`src/hdl/drcs_pkg.sv`:
```
`timescale 1ns / 1ps
`default_nettype none
// ----------------------------------------------------------------------------
// drcs_pkg
// Types and constants shared by the disc read chunk sequencer.
// ----------------------------------------------------------------------------
package drcs_pkg;

    localparam int LBA_W     = 23;
    localparam int RETRY_W   = 4;
    localparam int CSTEP_W   = 12;

    localparam logic [11:0] SEC_BYTES = 12'h800;
    localparam logic [22:0] CHUNK_MAX = 23'h7F8000;
    localparam logic [24:0] DMA_END   = 25'h1800000;

    // request codes
    localparam logic MODE_START    = 1'b0;
    localparam logic MODE_COMPLETE = 1'b1;

    // configuration register indexes
    localparam logic [0:0] CFG_BASE      = 1'b0;
    localparam logic [0:0] CFG_UNSHIFTED = 1'b1;

    localparam logic [7:0] STATUS_CONTINUE = 8'h01;

    typedef enum logic [2:0] {
        ACT_BOUNCE   = 3'd0,
        ACT_DIRECT   = 3'd1,
        ACT_FINISHED = 3'd2,
        ACT_REJECTED = 3'd3,
        ACT_IGNORED  = 3'd4
    } action_t;

    typedef struct packed {
        logic        mode;
        logic [31:0] dest_address;
        logic [31:0] request_length;
        logic [31:0] disc_offset;
        logic [7:0]  drive_status;
    } in_item_t;

    typedef struct packed {
        logic [2:0]  action;
        logic        is_retry;
        logic [31:0] cmd_dest_address;
        logic [22:0] cmd_lba;
        logic [22:0] cmd_byte_count;
        logic [10:0] copy_offset;
        logic [11:0] copy_count;
        logic [7:0]  final_status;
    } out_item_t;

    // one planned drive command plus the bookkeeping it implies
    typedef struct packed {
        logic               direct;
        logic [22:0]        byte_count;
        logic [10:0]        copy_offset;
        logic [11:0]        copy_count;
        logic [22:0]        consumed;
        logic [CSTEP_W-1:0] sector_step;
    } chunk_plan_t;

endpackage
`default_nettype wire

```
`src/hdl/drcs_stream_if.sv`:
```
`timescale 1ns / 1ps
`default_nettype none
// ----------------------------------------------------------------------------
// drcs_stream_if
// Valid/ready channel carrying one item payload.
// ----------------------------------------------------------------------------
interface drcs_stream_if #(
    parameter type payload_t = logic [0:0]
);
    logic     valid;
    logic     ready;
    payload_t payload;

    modport source (output valid, output payload, input ready);
    modport sink   (input valid, input payload, output ready);
endinterface
`default_nettype wire

```
`src/hdl/drcs_cmd_calc.sv`:
```
`timescale 1ns / 1ps
`default_nettype none
// ----------------------------------------------------------------------------
// drcs_cmd_calc
// Plans the next drive command: direct DMA or one-sector bounce read.
// ----------------------------------------------------------------------------
module drcs_cmd_calc (
    input  wire logic [31:0]  mem,
    input  wire logic [31:0]  remain,
    input  wire logic [22:0]  sector,
    input  wire logic [31:0]  start_word,
    output drcs_pkg::chunk_plan_t plan
);
    logic [27:0] phys;
    logic        aligned;
    logic        in_win;
    logic [24:0] win;
    logic        win_ok;
    logic [22:0] blk_cap;
    logic [24:0] n_sel;
    logic [22:0] dlen;
    logic        dma_ok;
    logic        hit;
    logic [10:0] pos;
    logic [23:0] sum;
    logic [11:0] cnt;
    logic        bstep;

    always_comb
    begin
        phys    = mem[27:0];
        aligned = (phys[4:0] == 5'd0);
        in_win  = (phys < {3'b000, drcs_pkg::DMA_END});
        win     = drcs_pkg::DMA_END - phys[24:0];
        win_ok  = (win > 25'(drcs_pkg::SEC_BYTES));
        blk_cap = (remain > {9'd0, drcs_pkg::CHUNK_MAX}) ? drcs_pkg::CHUNK_MAX : remain[22:0];
        n_sel   = (win < {2'b00, blk_cap}) ? win : {2'b00, blk_cap};
        dlen    = {n_sel[22:11], 11'd0};
        dma_ok  = aligned && in_win && win_ok && (n_sel[22:11] != 12'd0);

        // skip inside the sector only when the start word lies in it
        hit = (start_word[31:9] == sector) && (start_word[8:0] != 9'd0);
        pos = hit ? {start_word[8:0], 2'b00} : 11'd0;

        sum = {1'b0, blk_cap} + {13'd0, pos};
        if (sum > 24'(drcs_pkg::SEC_BYTES))
        begin
            cnt   = drcs_pkg::SEC_BYTES - {1'b0, pos};
            bstep = 1'b1;
        end
        else
        begin
            cnt   = blk_cap[11:0];
            bstep = (sum == 24'(drcs_pkg::SEC_BYTES));
        end

        plan.direct = dma_ok && !hit;
        if (plan.direct)
        begin
            plan.byte_count  = dlen;
            plan.copy_offset = 11'd0;
            plan.copy_count  = 12'd0;
            plan.consumed    = dlen;
            plan.sector_step = dlen[22:11];
        end
        else
        begin
            plan.byte_count  = 23'(drcs_pkg::SEC_BYTES);
            plan.copy_offset = pos;
            plan.copy_count  = cnt;
            plan.consumed    = {11'd0, cnt};
            plan.sector_step = {11'd0, bstep};
        end
    end

endmodule
`default_nettype wire

```
`src/hdl/drcs_seq_ctrl.sv`:
```
`timescale 1ns / 1ps
`default_nettype none
// ----------------------------------------------------------------------------
// drcs_seq_ctrl
// Transfer state, configuration and per-item decision logic.
// ----------------------------------------------------------------------------
module drcs_seq_ctrl #(
    parameter int MAX_RETRIES = 8
) (
    input  wire logic                clk,
    input  wire logic                rst_n,
    input  wire logic                cfg_we,
    input  wire logic [0:0]          cfg_index,
    input  wire logic [31:0]         cfg_wdata,
    input  wire logic                fire,
    input  wire drcs_pkg::in_item_t  item,
    output drcs_pkg::out_item_t      result
);
    localparam logic [drcs_pkg::RETRY_W-1:0] RetryLimit = drcs_pkg::RETRY_W'(MAX_RETRIES);

    logic [31:0] base_reg;
    logic        unshifted_reg;

    logic        busy_reg, busy_next;
    logic [drcs_pkg::RETRY_W-1:0] retry_reg, retry_next;

    logic [31:0] mem_reg, mem_next;
    logic [31:0] remain_reg, remain_next;
    logic [22:0] sector_reg, sector_next;
    logic [31:0] start_word_reg, start_word_next;
    logic        issue;

    logic [31:0] last_address_reg;
    logic [22:0] last_lba_reg;
    drcs_pkg::chunk_plan_t last_plan_reg;

    logic [31:0] word;
    logic        is_start;
    logic [31:0] mem_in;
    logic [31:0] remain_in;
    logic [22:0] sector_in;
    logic [31:0] start_word_in;
    drcs_pkg::chunk_plan_t plan;

    always_comb
    begin
        word          = base_reg + (unshifted_reg ? item.disc_offset
                                                  : {2'b00, item.disc_offset[31:2]});
        is_start      = (item.mode == drcs_pkg::MODE_START);
        mem_in        = is_start ? item.dest_address   : mem_reg;
        remain_in     = is_start ? item.request_length : remain_reg;
        sector_in     = is_start ? word[31:9]          : sector_reg;
        start_word_in = is_start ? word                : start_word_reg;
    end

    drcs_cmd_calc u_calc (
        .mem        (mem_in),
        .remain     (remain_in),
        .sector     (sector_in),
        .start_word (start_word_in),
        .plan       (plan)
    );

    always_comb
    begin
        result          = '0;
        busy_next       = busy_reg;
        retry_next      = retry_reg;
        issue           = 1'b0;
        mem_next        = mem_in + {9'd0, plan.consumed};
        remain_next     = remain_in - {9'd0, plan.consumed};
        sector_next     = sector_in + {11'd0, plan.sector_step};
        start_word_next = start_word_in;

        if (is_start)
        begin
            if (busy_reg)
            begin
                result.action = drcs_pkg::ACT_REJECTED;
            end
            else if (remain_in == 32'd0)
            begin
                result.action       = drcs_pkg::ACT_FINISHED;
                result.final_status = drcs_pkg::STATUS_CONTINUE;
            end
            else
            begin
                busy_next = 1'b1;
                issue     = 1'b1;
            end
        end
        else if (!busy_reg)
        begin
            result.action = drcs_pkg::ACT_IGNORED;
        end
        else if (item.drive_status[0])
        begin
            if (remain_in != 32'd0 && item.drive_status == drcs_pkg::STATUS_CONTINUE)
            begin
                issue = 1'b1;
            end
            else
            begin
                busy_next           = 1'b0;
                result.action       = drcs_pkg::ACT_FINISHED;
                result.final_status = item.drive_status;
            end
        end
        else if (retry_reg >= RetryLimit)
        begin
            busy_next           = 1'b0;
            result.action       = drcs_pkg::ACT_FINISHED;
            result.final_status = item.drive_status;
        end
        else
        begin
            // resend the previous command
            retry_next              = retry_reg + {{(drcs_pkg::RETRY_W-1){1'b0}}, 1'b1};
            result.action           = last_plan_reg.direct ? drcs_pkg::ACT_DIRECT
                                                           : drcs_pkg::ACT_BOUNCE;
            result.is_retry         = 1'b1;
            result.cmd_dest_address = last_address_reg;
            result.cmd_lba          = last_lba_reg;
            result.cmd_byte_count   = last_plan_reg.byte_count;
            result.copy_offset      = last_plan_reg.copy_offset;
            result.copy_count       = last_plan_reg.copy_count;
        end

        if (issue)
        begin
            retry_next              = '0;
            result.action           = plan.direct ? drcs_pkg::ACT_DIRECT
                                                  : drcs_pkg::ACT_BOUNCE;
            result.cmd_dest_address = mem_in;
            result.cmd_lba          = sector_in;
            result.cmd_byte_count   = plan.byte_count;
            result.copy_offset      = plan.copy_offset;
            result.copy_count       = plan.copy_count;
        end
    end

    always_ff @(posedge clk or negedge rst_n)
    begin
        if (!rst_n)
        begin
            base_reg      <= '0;
            unshifted_reg <= 1'b0;
            busy_reg      <= 1'b0;
            retry_reg     <= '0;
        end
        else
        begin
            if (cfg_we)
            begin
                unique case (cfg_index)
                    drcs_pkg::CFG_BASE:      base_reg      <= cfg_wdata;
                    drcs_pkg::CFG_UNSHIFTED: unshifted_reg <= cfg_wdata[0];
                endcase
            end
            if (fire)
            begin
                busy_reg  <= busy_next;
                retry_reg <= retry_next;
            end
        end
    end

    // transfer bookkeeping, only read while busy
    always_ff @(posedge clk)
    begin
        if (fire && issue)
        begin
            mem_reg          <= mem_next;
            remain_reg       <= remain_next;
            sector_reg       <= sector_next;
            start_word_reg   <= start_word_next;
            last_address_reg <= mem_in;
            last_lba_reg     <= sector_in;
            last_plan_reg    <= plan;
        end
    end

endmodule
`default_nettype wire

```
`src/hdl/disc_read_chunk_sequencer_core.sv`:
```
`timescale 1ns / 1ps
`default_nettype none
// ----------------------------------------------------------------------------
// disc_read_chunk_sequencer_core
// Splits disc read requests into drive commands and sequences completions.
// ----------------------------------------------------------------------------
// Takes one item per clock on req and returns exactly one result item per
// input item on rsp, via the input register, then decision logic into the
// result register. A start item (mode 0) plans the first drive command of a
// read: a direct DMA read when the target is 32-byte aligned below the window
// end 0x01800000 with over a sector of room and no start-word skip (capped
// at 0x7f8000 bytes, whole sectors), otherwise a one-sector bounce read with
// copy_offset/copy_count for the consumer. A completion item (mode 1) with
// status 1 issues the next command or finishes; other odd statuses finish
// with that status; even statuses resend the last command up to MAX_RETRIES
// times. Starts while busy are rejected, completions while idle are ignored.
// The single decision stage sets the rate, one item per cycle; req stalls
// only when the input and result registers both hold items rsp has not taken.
// disc_base_offset (index 0) and offset_unshifted (index 1) are written on the
// cfg port; the user must do so only while idle, as the block does not check.
// ----------------------------------------------------------------------------
module disc_read_chunk_sequencer_core #(
    parameter int MAX_RETRIES = 8
) (
    input  wire logic        clk,
    input  wire logic        rst_n,
    drcs_stream_if.sink      req,
    drcs_stream_if.source    rsp,
    input  wire logic        cfg_we,
    input  wire logic [0:0]  cfg_index,
    input  wire logic [31:0] cfg_wdata
);
    drcs_pkg::in_item_t  in_item_reg;
    logic                in_valid_reg;
    drcs_pkg::out_item_t out_item_reg;
    logic                out_valid_reg;

    drcs_pkg::out_item_t result;
    logic                fire;

    // the held item moves on when the result slot is free or being emptied
    assign fire      = in_valid_reg && (!out_valid_reg || rsp.ready);
    assign req.ready = !in_valid_reg || fire;

    assign rsp.valid   = out_valid_reg;
    assign rsp.payload = out_item_reg;

    drcs_seq_ctrl #(
        .MAX_RETRIES (MAX_RETRIES)
    ) u_ctrl (
        .clk       (clk),
        .rst_n     (rst_n),
        .cfg_we    (cfg_we),
        .cfg_index (cfg_index),
        .cfg_wdata (cfg_wdata),
        .fire      (fire),
        .item      (in_item_reg),
        .result    (result)
    );

    always_ff @(posedge clk or negedge rst_n)
    begin
        if (!rst_n)
        begin
            in_valid_reg  <= 1'b0;
            out_valid_reg <= 1'b0;
        end
        else
        begin
            if (req.valid && req.ready)
            begin
                in_valid_reg <= 1'b1;
            end
            else if (fire)
            begin
                in_valid_reg <= 1'b0;
            end

            if (fire)
            begin
                out_valid_reg <= 1'b1;
            end
            else if (rsp.ready)
            begin
                out_valid_reg <= 1'b0;
            end
        end
    end

    always_ff @(posedge clk)
    begin
        if (req.valid && req.ready)
        begin
            in_item_reg <= req.payload;
        end
        if (fire)
        begin
            out_item_reg <= result;
        end
    end

endmodule
`default_nettype wire

```
`src/flat_wrapper.sv`:
```
// flat-port wrapper written by rule: the top's interface ports become plain ports
module disc_read_chunk_sequencer_core_flat import drcs_pkg::*;
#(
    parameter int MAX_RETRIES = 8
)
  (clk, rst_n, cfg_we, cfg_index, cfg_wdata, req_valid, req_payload, req_ready, rsp_valid, rsp_payload, rsp_ready);
  drcs_stream_if #(.payload_t(in_item_t)) req_i ();
  drcs_stream_if #(.payload_t(out_item_t)) rsp_i ();
  input  wire logic clk;
  input  wire logic rst_n;
  input  wire logic cfg_we;
  input  wire logic [0:0] cfg_index;
  input  wire logic [31:0] cfg_wdata;
  input wire logic [$bits(req_i.valid)-1:0] req_valid;
  input wire logic [$bits(req_i.payload)-1:0] req_payload;
  output wire logic [$bits(req_i.ready)-1:0] req_ready;
  output wire logic [$bits(rsp_i.valid)-1:0] rsp_valid;
  output wire logic [$bits(rsp_i.payload)-1:0] rsp_payload;
  input wire logic [$bits(rsp_i.ready)-1:0] rsp_ready;
  assign req_i.valid = req_valid;
  assign req_i.payload = req_payload;
  assign req_ready = req_i.ready;
  assign rsp_valid = rsp_i.valid;
  assign rsp_payload = rsp_i.payload;
  assign rsp_i.ready = rsp_ready;
  disc_read_chunk_sequencer_core #(.MAX_RETRIES(MAX_RETRIES)) u_core (.clk(clk), .rst_n(rst_n), .req(req_i), .rsp(rsp_i), .cfg_we(cfg_we), .cfg_index(cfg_index), .cfg_wdata(cfg_wdata));
endmodule
```
`config.mk`:
```
export PLATFORM = sky130hd
export DESIGN_NAME = disc_read_chunk_sequencer_core_flat
export DESIGN_NICKNAME = d
export VERILOG_FILES = /design/src/hdl/drcs_pkg.sv /design/src/hdl/drcs_stream_if.sv /design/src/hdl/drcs_cmd_calc.sv /design/src/hdl/drcs_seq_ctrl.sv /design/src/hdl/disc_read_chunk_sequencer_core.sv /design/src/flat_wrapper.sv
export SDC_FILE = /design/constraint.sdc
export NUM_CORES = 1
export LEC_CHECK = 0
export ABC_AREA = 0
export BUFFER_PORTS_ARGS = -buffer_cell sky130_fd_sc_hd__buf_2
export CAP_MARGIN = 20
export CELL_PAD_IN_SITES_DETAIL_PLACEMENT = 0
export CELL_PAD_IN_SITES_GLOBAL_PLACEMENT = 1
export CORE_AREA = 2 2 279 392
export DETAILED_ROUTE_END_ITERATION = 10
export DIE_AREA = 0 0 281 394
export MAX_ROUTING_LAYER = met4
export PLACE_DENSITY_LB_ADDON = 0.1
export SETUP_SLACK_MARGIN = 0.3
export SLEW_MARGIN = 25
export SYNTH_ARGS = -nofsm -noshare
export SYNTH_HDL_FRONTEND = slang
export SYNTH_HIERARCHICAL = 1
export SYNTH_SLANG_ARGS = --single-unit
```
`constraint.sdc`:
```
create_clock -name clk -period 9.3 [get_ports clk]
set_input_delay 1.86 -clock clk [delete_from_list [all_inputs] [get_ports clk]]
set_output_delay 1.86 -clock clk [all_outputs]
set_load 0.005 [all_outputs]
```
==> results of run 1 <==
per-layer routing:
layer	wire, um	vias up	share of wire (%)	track usage [%]
li1	-	9938	-	-
met1	38910	10180	40	19.66
met2	52290	367	53	32.60
met3	2851	138	2.9	1.914
met4	3868	0	4.0	6.770
met5	0	-	0	-
critical path, delay by kind of cell (launching register included):
family / cells / cell delay (ps)
compound gates: 18 / 3760
buf+inv: 15 / 1840
fa+ha+maj: 6 / 1460
simple gates: 8 / 1130
mux: 2 / 530
flops: 1 / 450
xor+xnor: 2 / 300
power groups by stage:
stage / logic (uW) / clock network [uW] / registers (uW)
after floorplan: 886 / 0 / 2630
after global placement: 1600 / 0 / 2650
after detailed placement: 1600 / 0 / 2650
after CTS: 1690 / 2350 / 2610
after global routing: 1890 / 2420 / 2620
final: 1730 / 2260 / 2610
cell type report:
class | count | area, um^2
inverters | 111 | 429.2
clock buffers | 63 | 1449
fillers | 10820 | 71110
well taps | 1450 | 1814
multi-input cells | 1567 | 12730
flip-flops and latches | 479 | 14180
repair buffers | 766 | 5424
clock inverters | 42 | 395.4
layout by cell type (no fill, tap or decap), types with 12 or more instances in the layout:
cell / n
sky130_fd_sc_hd__buf_4: 465
sky130_fd_sc_hd__edfxtp_1: 439
sky130_fd_sc_hd__buf_2: 256
sky130_fd_sc_hd__nand2_1: 161
sky130_fd_sc_hd__nor2_1: 115
sky130_fd_sc_hd__mux2_2: 113
sky130_fd_sc_hd__xnor2_1: 104
sky130_fd_sc_hd__inv_1: 99
sky130_fd_sc_hd__ha_1: 98
sky130_fd_sc_hd__a22o_1: 91
sky130_fd_sc_hd__a21oi_1: 89
sky130_fd_sc_hd__o21ai_0: 68
sky130_fd_sc_hd__clkbuf_16: 57
sky130_fd_sc_hd__nor3_1: 42
sky130_fd_sc_hd__nand3_1: 41
sky130_fd_sc_hd__dfrtp_1: 39
sky130_fd_sc_hd__a21o_1: 35
sky130_fd_sc_hd__and3_1: 35
sky130_fd_sc_hd__xor2_1: 35
sky130_fd_sc_hd__nor4_1: 34
sky130_fd_sc_hd__buf_6: 31
sky130_fd_sc_hd__nand4_1: 28
sky130_fd_sc_hd__a21oi_2: 26
sky130_fd_sc_hd__mux2i_1: 25
sky130_fd_sc_hd__and2_1: 21
sky130_fd_sc_hd__ha_4: 20
sky130_fd_sc_hd__nor2b_1: 16
sky130_fd_sc_hd__nand2b_1: 15
sky130_fd_sc_hd__o211ai_1: 13
sky130_fd_sc_hd__conb_1: 13
sky130_fd_sc_hd__clkinv_1: 12
sky130_fd_sc_hd__or3_1: 12
worst max path at each step:
stage | end
finish | u_core/u_ctrl/remain_reg[26]
global route | u_core/u_ctrl/mem_reg[27]
CTS | u_core/u_ctrl/remain_reg[26]
detailed placement | u_core/u_ctrl/mem_reg[31]
global placement | u_core/u_ctrl/mem_reg[30]
floorplan | u_core/u_ctrl/remain_reg[30]
stage by stage:
step	utilization [%]	setup TNS [ps]	hold WS (ps)
floorplan	-	0	487.5
global placement	30.47	-19730	505.6
detailed placement	30.48	-24390	505.5
CTS	33.17	-12490	523.7
global route	33.87	-31910	529.6
finish	33.87	-10430	524.3
repair_timing:
action / 4_1_cts / 5_1_grt
endpoints found under the setup margin: 62 / 71
pin swaps: 84 / 72
buffers inserted: 42 / 33
gates resized for setup: 130 / 96
gates cloned: 3 / 0
cell families after synthesis:
kind of cell / count (synthesis) / share of synthesized area (%)
fa+ha+maj: 129 / 6.182
mux: 143 / 5.933
other cells: 1 / 0.01408
xor+xnor: 148 / 4.867
compound gates: 492 / 13.07
flops: 479 / 53.26
buf+inv: 240 / 4.322
simple gates: 641 / 12.35
==> run summary, run 1 <==
Timing
• final-report hold violation count: 0
• Final Max Tran Viols: 0
• shortest period the worst path allows: 9775 ps
• fmax: 102.3 MHz
• Worst Max-Slew Pin Slew: 998.0 ps
• post-route fraction of the period consumed by the critical path: 105.1%
• Setup-failing EPs final: 36
• maximum clock skew at final layout: 31.48 ps
• Worst slew margin: 33.47%
• fin worst setup slack: -474.9 ps
• RSZ-0062 raised after global routing: yes

Outcome
• outcome: complete, but fails checks
• violations in the final reports: negative setup slack

Floorplan
• effective utilization at floorplan: 24.77%
• Std-Cell Rows: 143
• die outline area: 110700 um^2
• Boundary Pins: 258
• area inside the core boundary: 107500 um^2
• DIE HEIGHT: 394 um
• Die Width: 281 um

Place
• number of placed instances with taps included: 4294
• placement-stage cell area: 32780 um^2
• setup slack at placement: -865.8 ps
• input/output buffers: 257
• Detailed Place HPWL: 75050 um
• placer congestion estimate: 0.8681

Layout
• max reg flops: 113
• fraction of final layout cells sized beyond drive strength 1: 39.63%
• final cell count without fillers: 4478
• number of antenna cells inserted: 0
• number of nets at the end of the flow: 3251
• synthesis-to-layout area growth: 36.77%
• post-layout instance area: 36430 um^2

Power
• power density of the placed cells: 181.0 nW/um^2
• Clock power frac: 34.3%
• Logic pwr share: 26.2%
• total chip power: 6595 uW
• IR drop worst, VDD: 0.1178 mV
• net switching fraction of the power: 29.78%
• net switching power of the design: 1964 uW
• proportion of power drawn by flip-flops and latches: 39.5%
• leakage power of the design: 0.01437 uW
• design internal power: 4630 uW

Worst setup path
• standard cell with the maximum stage delay on the critical path: sky130_fd_sc_hd__o41a_1
• most prevalent standard cell on the critical path: sky130_fd_sc_hd__buf_4
• kind of start point of the critical path: flip-flop
• largest fanout on the critical path: 6
• timing startpoint of the critical path: u_core/u_ctrl/unshifted_reg
• Worst Setup Path Type: reg2reg
• Worst setup EP type: flip-flop
• endpoint of the lowest-slack register-to-register path: u_core/u_ctrl/remain_reg[26]
• Crit path arrival time: 10160 ps
• depth of the worst register-to-register path: 51
• delay of the slowest cell on the worst path: 470 ps
• CP Data Required Time: 9680 ps
• internal reg-to-reg setup slack: -470 ps
• reg2reg start: u_core/u_ctrl/unshifted_reg

Global route
• remaining global-route overflow: 0
• wire length of the first global-routing pass: 142300 um
• number of global-route vias before repair: 21570
• global-route usage over all layers: 17.82%
• maximum number of pins on one net before global-route repair: 73
• number of antenna violations at the first check in global routing: 2

Logic synthesis
• fraction of the yosys area taken by sequential cells: 53.26%
• number of warnings printed during yosys synthesis: 6
• top post-synthesis cells by area: sky130_fd_sc_hd__edfxtp_1 (49%), sky130_fd_sc_hd__ha_1 (5.7%), sky130_fd_sc_hd__mux2_2 (4.9%)
• share of the synthesized area in the top cell type: 49.50%
• number of enable-type register cells in the synthesized netlist: 439
• cell taking the most area after synthesis: sky130_fd_sc_hd__edfxtp_1
• post-synth design cell area: 26630 um^2
• flip-flop and latch count after synthesis: 479
• Post-Synthesis Cells: 2273
• top cells by instance count after synthesis: sky130_fd_sc_hd__edfxtp_1 (439), sky130_fd_sc_hd__nand2_1 (168), sky130_fd_sc_hd__nor2_1 (127), sky130_fd_sc_hd__ha_1 (122), sky130_fd_sc_hd__a21oi_1 (117)
• proportion of synthesized flip-flops having asynchronous set or reset: 8.351%
• syn avg cell area: 11.72 um^2
• number of different library cells in the post-synthesis netlist: 106
• most instantiated flip-flop cell in the synthesis netlist: sky130_fd_sc_hd__edfxtp_1
• dominant cell by count in the synthesized netlist: sky130_fd_sc_hd__edfxtp_1

Drt
• via density per instance: 4.605
• number of DRC markers after the initial detailed-route iteration: 896
• detailed-routing iteration count for the pre-antenna-repair pass: 5
• Via Count: 20620
• drt drc: 0
• mean routed wirelength per cell: 21.87 um
• total routed wirelength: 97920 um
• Detail Route Antenna Nets: 0

Hold path
• Endpoint, Worst Hold: u_core/rsp.payload[50]
• class of the tightest hold or removal check: reg2reg
• hold path cells: 1
• launch instance of the worst min-delay path: u_core/u_ctrl/last_plan_reg[77]

CTS
• number of buffers inserted during clock tree synthesis: 56
• Worst-Skew Late Latency: 650 ps
• Worst-path clk slew: 60 ps
• number of buffers on the longest clock path: 3
• Sinks on Clock Net: 479
• root buffer cell: sky130_fd_sc_hd__clkbuf_16
• clock tree from TritonCTS: yes
• H-Tree Depth: 2
• CTS hold repair buffers: 0

Job
• Maximum Capacitance Violations: 0

No activity file was read; power rests on OpenSTA's default activity.
==> inputs of run 2 (changes only) <==
--- a/config.mk
+++ b/config.mk
@@ -11,6 +11,7 @@
 export CELL_PAD_IN_SITES_DETAIL_PLACEMENT = 0
 export CELL_PAD_IN_SITES_GLOBAL_PLACEMENT = 1
 export CORE_AREA = 2 2 279 392
+export CTS_BUF_LIST = sky130_fd_sc_hd__clkbuf_16
 export DETAILED_ROUTE_END_ITERATION = 10
 export DIE_AREA = 0 0 281 394
 export MAX_ROUTING_LAYER = met4
==> run 2 against run 1 <==
The run still ends with negative setup slack left. Largest cell class unchanged. Non-clock buffer count unchanged. Worst hold slack worse by 1.1 ps. Clock power about the same. Via count about the same. Global-route usage unchanged. Total power about the same. Setup slack better by 2.1 ps. Sequential share of layout area unchanged. Clock-buffer cell count down 6. First-iteration DRC count down 4.8%. Sequential power about the same.
==> run summary, run 2 (same netlist as run 1, synthesis figures left out) <==
Worst setup path
• Worst setup EP type: flip-flop
• depth of the worst register-to-register path: 49, -3.9%
• endpoint of the lowest-slack register-to-register path: u_core/u_ctrl/remain_reg[26]
• kind of start point of the critical path: flip-flop
• most prevalent standard cell on the critical path: sky130_fd_sc_hd__buf_4
• Worst Setup Path Type: reg2reg
• internal reg-to-reg setup slack: -470 ps, about the same
• largest fanout on the critical path: 6, unchanged
• CP Data Required Time: 9680 ps, about the same
• delay of the slowest cell on the worst path: 550 ps, +80 ps
• standard cell with the maximum stage delay on the critical path: sky130_fd_sc_hd__or4_4
• reg2reg start: u_core/u_ctrl/unshifted_reg
• Crit path arrival time: 10160 ps, about the same

Place
• placement-stage cell area: 32780 um^2, unchanged
• input/output buffers: 257, unchanged
• Detailed Place HPWL: 75050 um, unchanged
• placer congestion estimate: 0.8681, unchanged
• number of placed instances with taps included: 4294, unchanged
• setup slack at placement: -865.8 ps, unchanged

Power
• power density of the placed cells: 180.9 nW/um^2, about the same
• leakage power of the design: 0.01440 uW, +0.17%
• IR drop worst, VDD: 0.1181 mV, +0.24%

Timing
• Worst Max-Slew Pin Slew: 991.5 ps, -6.462 ps
• Setup-failing EPs final: 36, unchanged
• shortest period the worst path allows: 9773 ps, -2.068 ps
• RSZ-0062 raised after global routing: yes
• Final Max Tran Viols: 0, unchanged
• final-report hold violation count: 0, unchanged
• fin worst setup slack: -472.8 ps, +2.068 ps
• maximum clock skew at final layout: 30.72 ps, -0.7613 ps
• post-route fraction of the period consumed by the critical path: 105.1%, about the same
• Worst slew margin: 33.90%, +0.43 points
• final-layout worst hold slack: 523.2 ps, -1.074 ps
• fmax: 102.3 MHz, about the same

Drt
• number of DRC markers after the initial detailed-route iteration: 853, -4.8%
• Detail Route Antenna Nets: 0, unchanged
• via density per instance: 4.605, about the same
• total routed wirelength: 97910 um, about the same
• Via Count: 20620, -0.015%
• mean routed wirelength per cell: 21.86 um, about the same
• detailed-routing iteration count for the pre-antenna-repair pass: 4, -1
• drt drc: 0, unchanged

Outcome
• violations in the final reports: negative setup slack
• outcome: complete, but fails checks

CTS
• Worst-Skew Late Latency: 650 ps, about the same
• H-Tree Depth: 2, unchanged
• number of buffers on the longest clock path: 3, unchanged
• clock tree from TritonCTS: yes
• number of buffers inserted during clock tree synthesis: 56, unchanged
• root buffer cell: sky130_fd_sc_hd__clkbuf_16
• Sinks on Clock Net: 479, unchanged
• Worst-path clk slew: 60 ps, about the same

Layout
• commonest cells after routing, fill and taps aside: sky130_fd_sc_hd__buf_4 (465), sky130_fd_sc_hd__edfxtp_1 (439), sky130_fd_sc_hd__buf_2 (256)
• max reg flops: 113, unchanged
• post-layout instance area: 36430 um^2, unchanged
• fraction of final layout cells sized beyond drive strength 1: 39.63%, unchanged
• synthesis-to-layout area growth: 36.77%, unchanged
• most common library cell in the layout ignoring fill and taps: sky130_fd_sc_hd__buf_4
• number of nets at the end of the flow: 3251, unchanged
• number of antenna cells inserted: 0, unchanged
• final cell count without fillers: 4478, unchanged

Floorplan
• DIE HEIGHT: 394 um, unchanged
• effective utilization at floorplan: 24.77%, unchanged
• Std-Cell Rows: 143, unchanged
• area inside the core boundary: 107500 um^2, unchanged
• Boundary Pins: 258, unchanged
• Die Width: 281 um, unchanged
• die outline area: 110700 um^2, unchanged

Global route
• global-route usage over all layers: 17.82%, unchanged
• number of antenna violations at the first check in global routing: 2, unchanged
• wire length of the first global-routing pass: 142300 um, unchanged
• number of global-route vias before repair: 21570, unchanged
• remaining global-route overflow: 0, unchanged
• maximum number of pins on one net before global-route repair: 73, unchanged

Hold path
• launch instance of the worst min-delay path: u_core/u_ctrl/last_plan_reg[77]
• hold path cells: 1, unchanged
• Endpoint, Worst Hold: u_core/rsp.payload[50]
• class of the tightest hold or removal check: reg2reg

Job
• Maximum Capacitance Violations: 0, unchanged

[run 2: through the flow]
stage	setup TNS (ps)	total power, uW	util [%]
global placement	-19730	4253	30.47
CTS	-12490	6637	33.17
detailed placement	-24390	4256	30.48
floorplan	0	3518	-
global route	-31910	6914	33.87
finish	-10530	6588	33.87
[run 2: worst max path at each step]
stage / slack, ps / endpoint / cells past startpoint / from
finish: -470 / u_core/u_ctrl/remain_reg[26] / 49 / u_core/u_ctrl/unshifted_reg
global placement: -760 / u_core/u_ctrl/mem_reg[30] / 45 / u_core/u_ctrl/unshifted_reg
floorplan: 210 / u_core/u_ctrl/remain_reg[30] / 45 / u_core/u_ctrl/unshifted_reg
global route: -910 / u_core/u_ctrl/mem_reg[27] / 50 / u_core/u_ctrl/unshifted_reg
detailed placement: -870 / u_core/u_ctrl/mem_reg[31] / 45 / u_core/u_ctrl/unshifted_reg
CTS: -520 / u_core/u_ctrl/remain_reg[26] / 50 / u_core/u_ctrl/unshifted_reg
[run 2: where the power goes]
group	leakage, uW	switching [uW]	internal (uW)
clock	0.000923	968	1280
combinational	0.00883	930	800
sequential	0.00464	67.1	2540
[run 2: layout make-up]
| type | instances | area [um^2] |
|---|---|---|
| tap | 1450 | 1814 |
| multi-input combinational | 1567 | 12730 |
| clock inverter | 48 | 417.9 |
| inverter | 111 | 429.2 |
| timing repair buffer | 766 | 5424 |
| clock buffer | 57 | 1426 |
| fill | 10820 | 71110 |
| sequential | 479 | 14180 |
[run 2: critical path: cells and delay by family (launching register included)]
family | cells | cell delay (ps)
DFF | 1 | 450
muxes | 2 | 530
xor gates and xnor gates | 2 | 300
buffers and inverters | 13 | 1610
AOI/OAI and AO/OA | 18 | 3660
and+or+nand+nor | 9 | 1630
adders and majority gates | 5 | 1290
[run 2: timing repair]
| item | in CTS | in global routing |
|---|---|---|
| gates cloned | 3 | 0 |
| buffers inserted | 42 | 33 |
| endpoints found under the hold margin | 0 | 0 |
| endpoints found under the setup margin | 62 | 71 |
| pin swaps | 84 | 72 |
| hold buffers | 0 | 0 |
| gates resized for setup | 130 | 96 |
[run 2: per-layer routing]
metal,track usage (%),vias up,share of wire [%]
li1,-,9939,-
met1,19.66,10180,40
met2,32.60,359,53
met3,1.914,138,2.8
met4,6.770,0,3.9
met5,-,-,0
==> inputs of run 3 (changes only) <==
--- a/config.mk
+++ b/config.mk
@@ -16,7 +16,7 @@
 export DIE_AREA = 0 0 281 394
 export MAX_ROUTING_LAYER = met4
 export PLACE_DENSITY_LB_ADDON = 0.1
-export SETUP_SLACK_MARGIN = 0.3
+export SETUP_SLACK_MARGIN = 0.2
 export SLEW_MARGIN = 25
 export SYNTH_ARGS = -nofsm -noshare
 export SYNTH_HDL_FRONTEND = slang
==> run 3 against run 2 <==
The flow still finishes with violations (negative setup slack). Clock skew decreased by 4.7 ps. Non-clock buffer count shrank 70. Cell area down 1.5%. Final cell count is 1.7% lower. Maximum frequency shrank 1.7%. Clock power decreased by 8%. Routed wire length shrank 2.5%. First-iteration DRC count grew 6.4%. Sequential power about the same. Die area unchanged. Sequential share of layout area rose by 0.60 points. Largest power group unchanged.
==> run summary, run 3 (same netlist as run 1, synthesis figures left out) <==
Outcome
• outcome: complete, but fails checks
• violations in the final reports: negative setup slack

Timing
• final-report hold violation count: 0, unchanged
• Worst Max-Slew Pin Slew: 1037 ps, +45.11 ps
• Final Max Tran Viols: 0, unchanged
• Setup-failing EPs final: 52, +44%
• fin worst setup slack: -639.0 ps, -166.1 ps
• fmax: 100.6 MHz, -1.7%
• maximum clock skew at final layout: 25.98 ps, -4.747 ps
• post-route fraction of the period consumed by the critical path: 106.9%, +1.8 points
• RSZ-0062 raised after global routing: yes
• setup TNS after final layout: -20000 ps, -9476 ps
• Worst slew margin: 29.99%, -3.9 points
• shortest period the worst path allows: 9939 ps, +166.1 ps
• final-layout worst hold slack: 523.0 ps, -0.2030 ps

Worst setup path
• standard cell with the maximum stage delay on the critical path: sky130_fd_sc_hd__or4_4
• depth of the worst register-to-register path: 44, -10%
• internal reg-to-reg setup slack: -640 ps, -170 ps
• kind of start point of the critical path: flip-flop
• cell depth of the worst setup path: 44, -10%
• Worst Setup Path Type: reg2reg
• Crit path arrival time: 10420 ps, +260 ps
• Top delay family on crit path: compound AO/OA/AOI/OAI gates
• Worst setup EP type: flip-flop
• sum of buffers and inverters on the critical path: 8, -5
• CP Data Required Time: 9780 ps, +100 ps
• largest fanout on the critical path: 8, +2
• most prevalent standard cell on the critical path: sky130_fd_sc_hd__a21o_1
• delay of the slowest cell on the worst path: 540 ps, about the same

Drt
• Via Count: 20220, -1.9%
• detailed-routing iteration count for the pre-antenna-repair pass: 5, +1
• number of DRC markers after the initial detailed-route iteration: 908, +6.4%
• total routed wirelength: 95480 um, -2.5%
• drt drc: 0, unchanged
• via density per instance: 4.594, -0.23%
• Detail Route Antenna Nets: 0, unchanged
• mean routed wirelength per cell: 21.69 um, -0.80%

Hold path
• class of the tightest hold or removal check: reg2reg
• hold path cells: 1, unchanged

Layout
• post-layout instance area: 35870 um^2, -1.5%
• number of antenna cells inserted: 0, unchanged
• area used by multi-input combinational logic: 12860 um^2, +1.1%
• max reg flops: 113, unchanged
• Fillers: 10840, +0.24%
• area occupied by registers: 14180 um^2, about the same
• most common library cell in the layout ignoring fill and taps: sky130_fd_sc_hd__edfxtp_1
• commonest cells after routing, fill and taps aside: sky130_fd_sc_hd__edfxtp_1 (439), sky130_fd_sc_hd__buf_4 (378), sky130_fd_sc_hd__buf_2 (257)
• number of nets at the end of the flow: 3180, -2.2%
• fin util: 33.36%, -0.52 points
• synthesis-to-layout area growth: 34.69%
• fraction of final layout cells sized beyond drive strength 1: 38.96%, -0.67 points

CTS
• H-Tree Depth: 2, unchanged
• clock tree from TritonCTS: yes
• CTS hold repair buffers: 0, unchanged
• Worst-Skew Late Latency: 630 ps, -20 ps
• Sinks on Clock Net: 479, unchanged
• number of buffers on the longest clock path: 3, unchanged
• Worst-path clk slew: 60 ps, about the same
• number of buffers inserted during clock tree synthesis: 55, -1.8%
• root buffer cell: sky130_fd_sc_hd__clkbuf_16

Place
• input/output buffers: 257, unchanged
• placement-stage cell area: 32130 um^2, -2.0%
• Detailed Place HPWL: 72660 um, -3.2%
• placer congestion estimate: 0.8718, +0.43%

Global route
• number of antenna violations at the first check in global routing: 1, -1
• number of global-route vias before repair: 21330, -1.1%
• maximum number of pins on one net before global-route repair: 134, +84%
• wire length of the first global-routing pass: 139600 um, -1.9%
• global-route usage over all layers: 17.40%, -0.42 points
• remaining global-route overflow: 0, unchanged

Power
• total chip power: 6399 uW, -2.9%
• leakage power of the design: 0.01407 uW, -2.3%
• IR drop worst, VDD: 0.1182 mV, about the same
• power density of the placed cells: 178.4 nW/um^2, -1.4%

Floorplan
• area inside the core boundary: 107500 um^2, unchanged
• Die Width: 281 um, unchanged
• effective utilization at floorplan: 24.77%, unchanged
• die outline area: 110700 um^2, unchanged
• Std-Cell Rows: 143, unchanged
• DIE HEIGHT: 394 um, unchanged
• Boundary Pins: 258, unchanged

Job
• Maximum Capacitance Violations: 0, unchanged

[run 3: changes by cell type in the layout (fill, tap and decap cells not counted), moves of 7 or more]
cell and delta:
sky130_fd_sc_hd__nor3_2 +7, sky130_fd_sc_hd__buf_4 -87, sky130_fd_sc_hd__buf_6 +20, sky130_fd_sc_hd__a21oi_1 -7
[run 3: where the power goes]
group / switching (uW) / leakage [uW] / internal [uW]
sequential: 65.0 / 0.00464 / 2540
clock: 917 / 0.000885 / 1160
combinational: 927 / 0.00854 / 795
total: 1910 / 0.0141 / 4490
[run 3: what timing repair did]
item,4_1_cts,5_1_grt
cloned,2,0
setup buffers,46,33
pin swaps,81,94
setup endpoints to repair,69,71
gates resized for setup,192,102
[run 3: cell type report]
class | count | share of cell area, %
multi-input combinational | 1567 | 35.86
sequential | 479 | 39.54
tap | 1450 | 5.058
clock inverter | 44 | 0.8441
inverter | 111 | 1.200
timing repair buffer | 696 | 13.66
clock buffer | 55 | 3.837
[run 3: metal layers]
metal | part of all wire, % | global-route usage (%) | wire length (um) | up-vias
met1 | 40 | 19.29 | 38030 | 9962
met3 | 2.8 | 1.683 | 2628 | 127
met4 | 3.6 | 6.140 | 3423 | 0
met2 | 54 | 32.05 | 51390 | 336
met5 | 0 | - | 0 | -
li1 | - | - | - | 9798
[run 3: path summary, 6_finish.rpt]
| check | from | to |
|---|---|---|
| setup reg to reg | u_core/u_ctrl/unshifted_reg | u_core/u_ctrl/remain_reg[23] |
| min in group asynchronous | rst_n | u_core/u_ctrl/base_reg[30] |
| hold reg to reg | u_core/u_ctrl/base_reg[12] | u_core/u_ctrl/base_reg[12] |
| setup / recovery | u_core/u_ctrl/unshifted_reg | u_core/u_ctrl/remain_reg[23] |
| max in group asynchronous | rst_n | u_core/u_ctrl/retry_reg[0] |
| hold / removal | u_core/u_ctrl/base_reg[12] | u_core/u_ctrl/base_reg[12] |
[run 3: stage by stage]
| stage | worst slack (ps) | cells |
|---|---|---|
| floorplan | 148.0 | 2285 |
| global placement | -975.8 | 4221 |
| detailed placement | -1035 | 4222 |
| CTS | -500.0 | 4369 |
| global route | -1037 | 4402 |
| finish | -639.0 | 4402 |
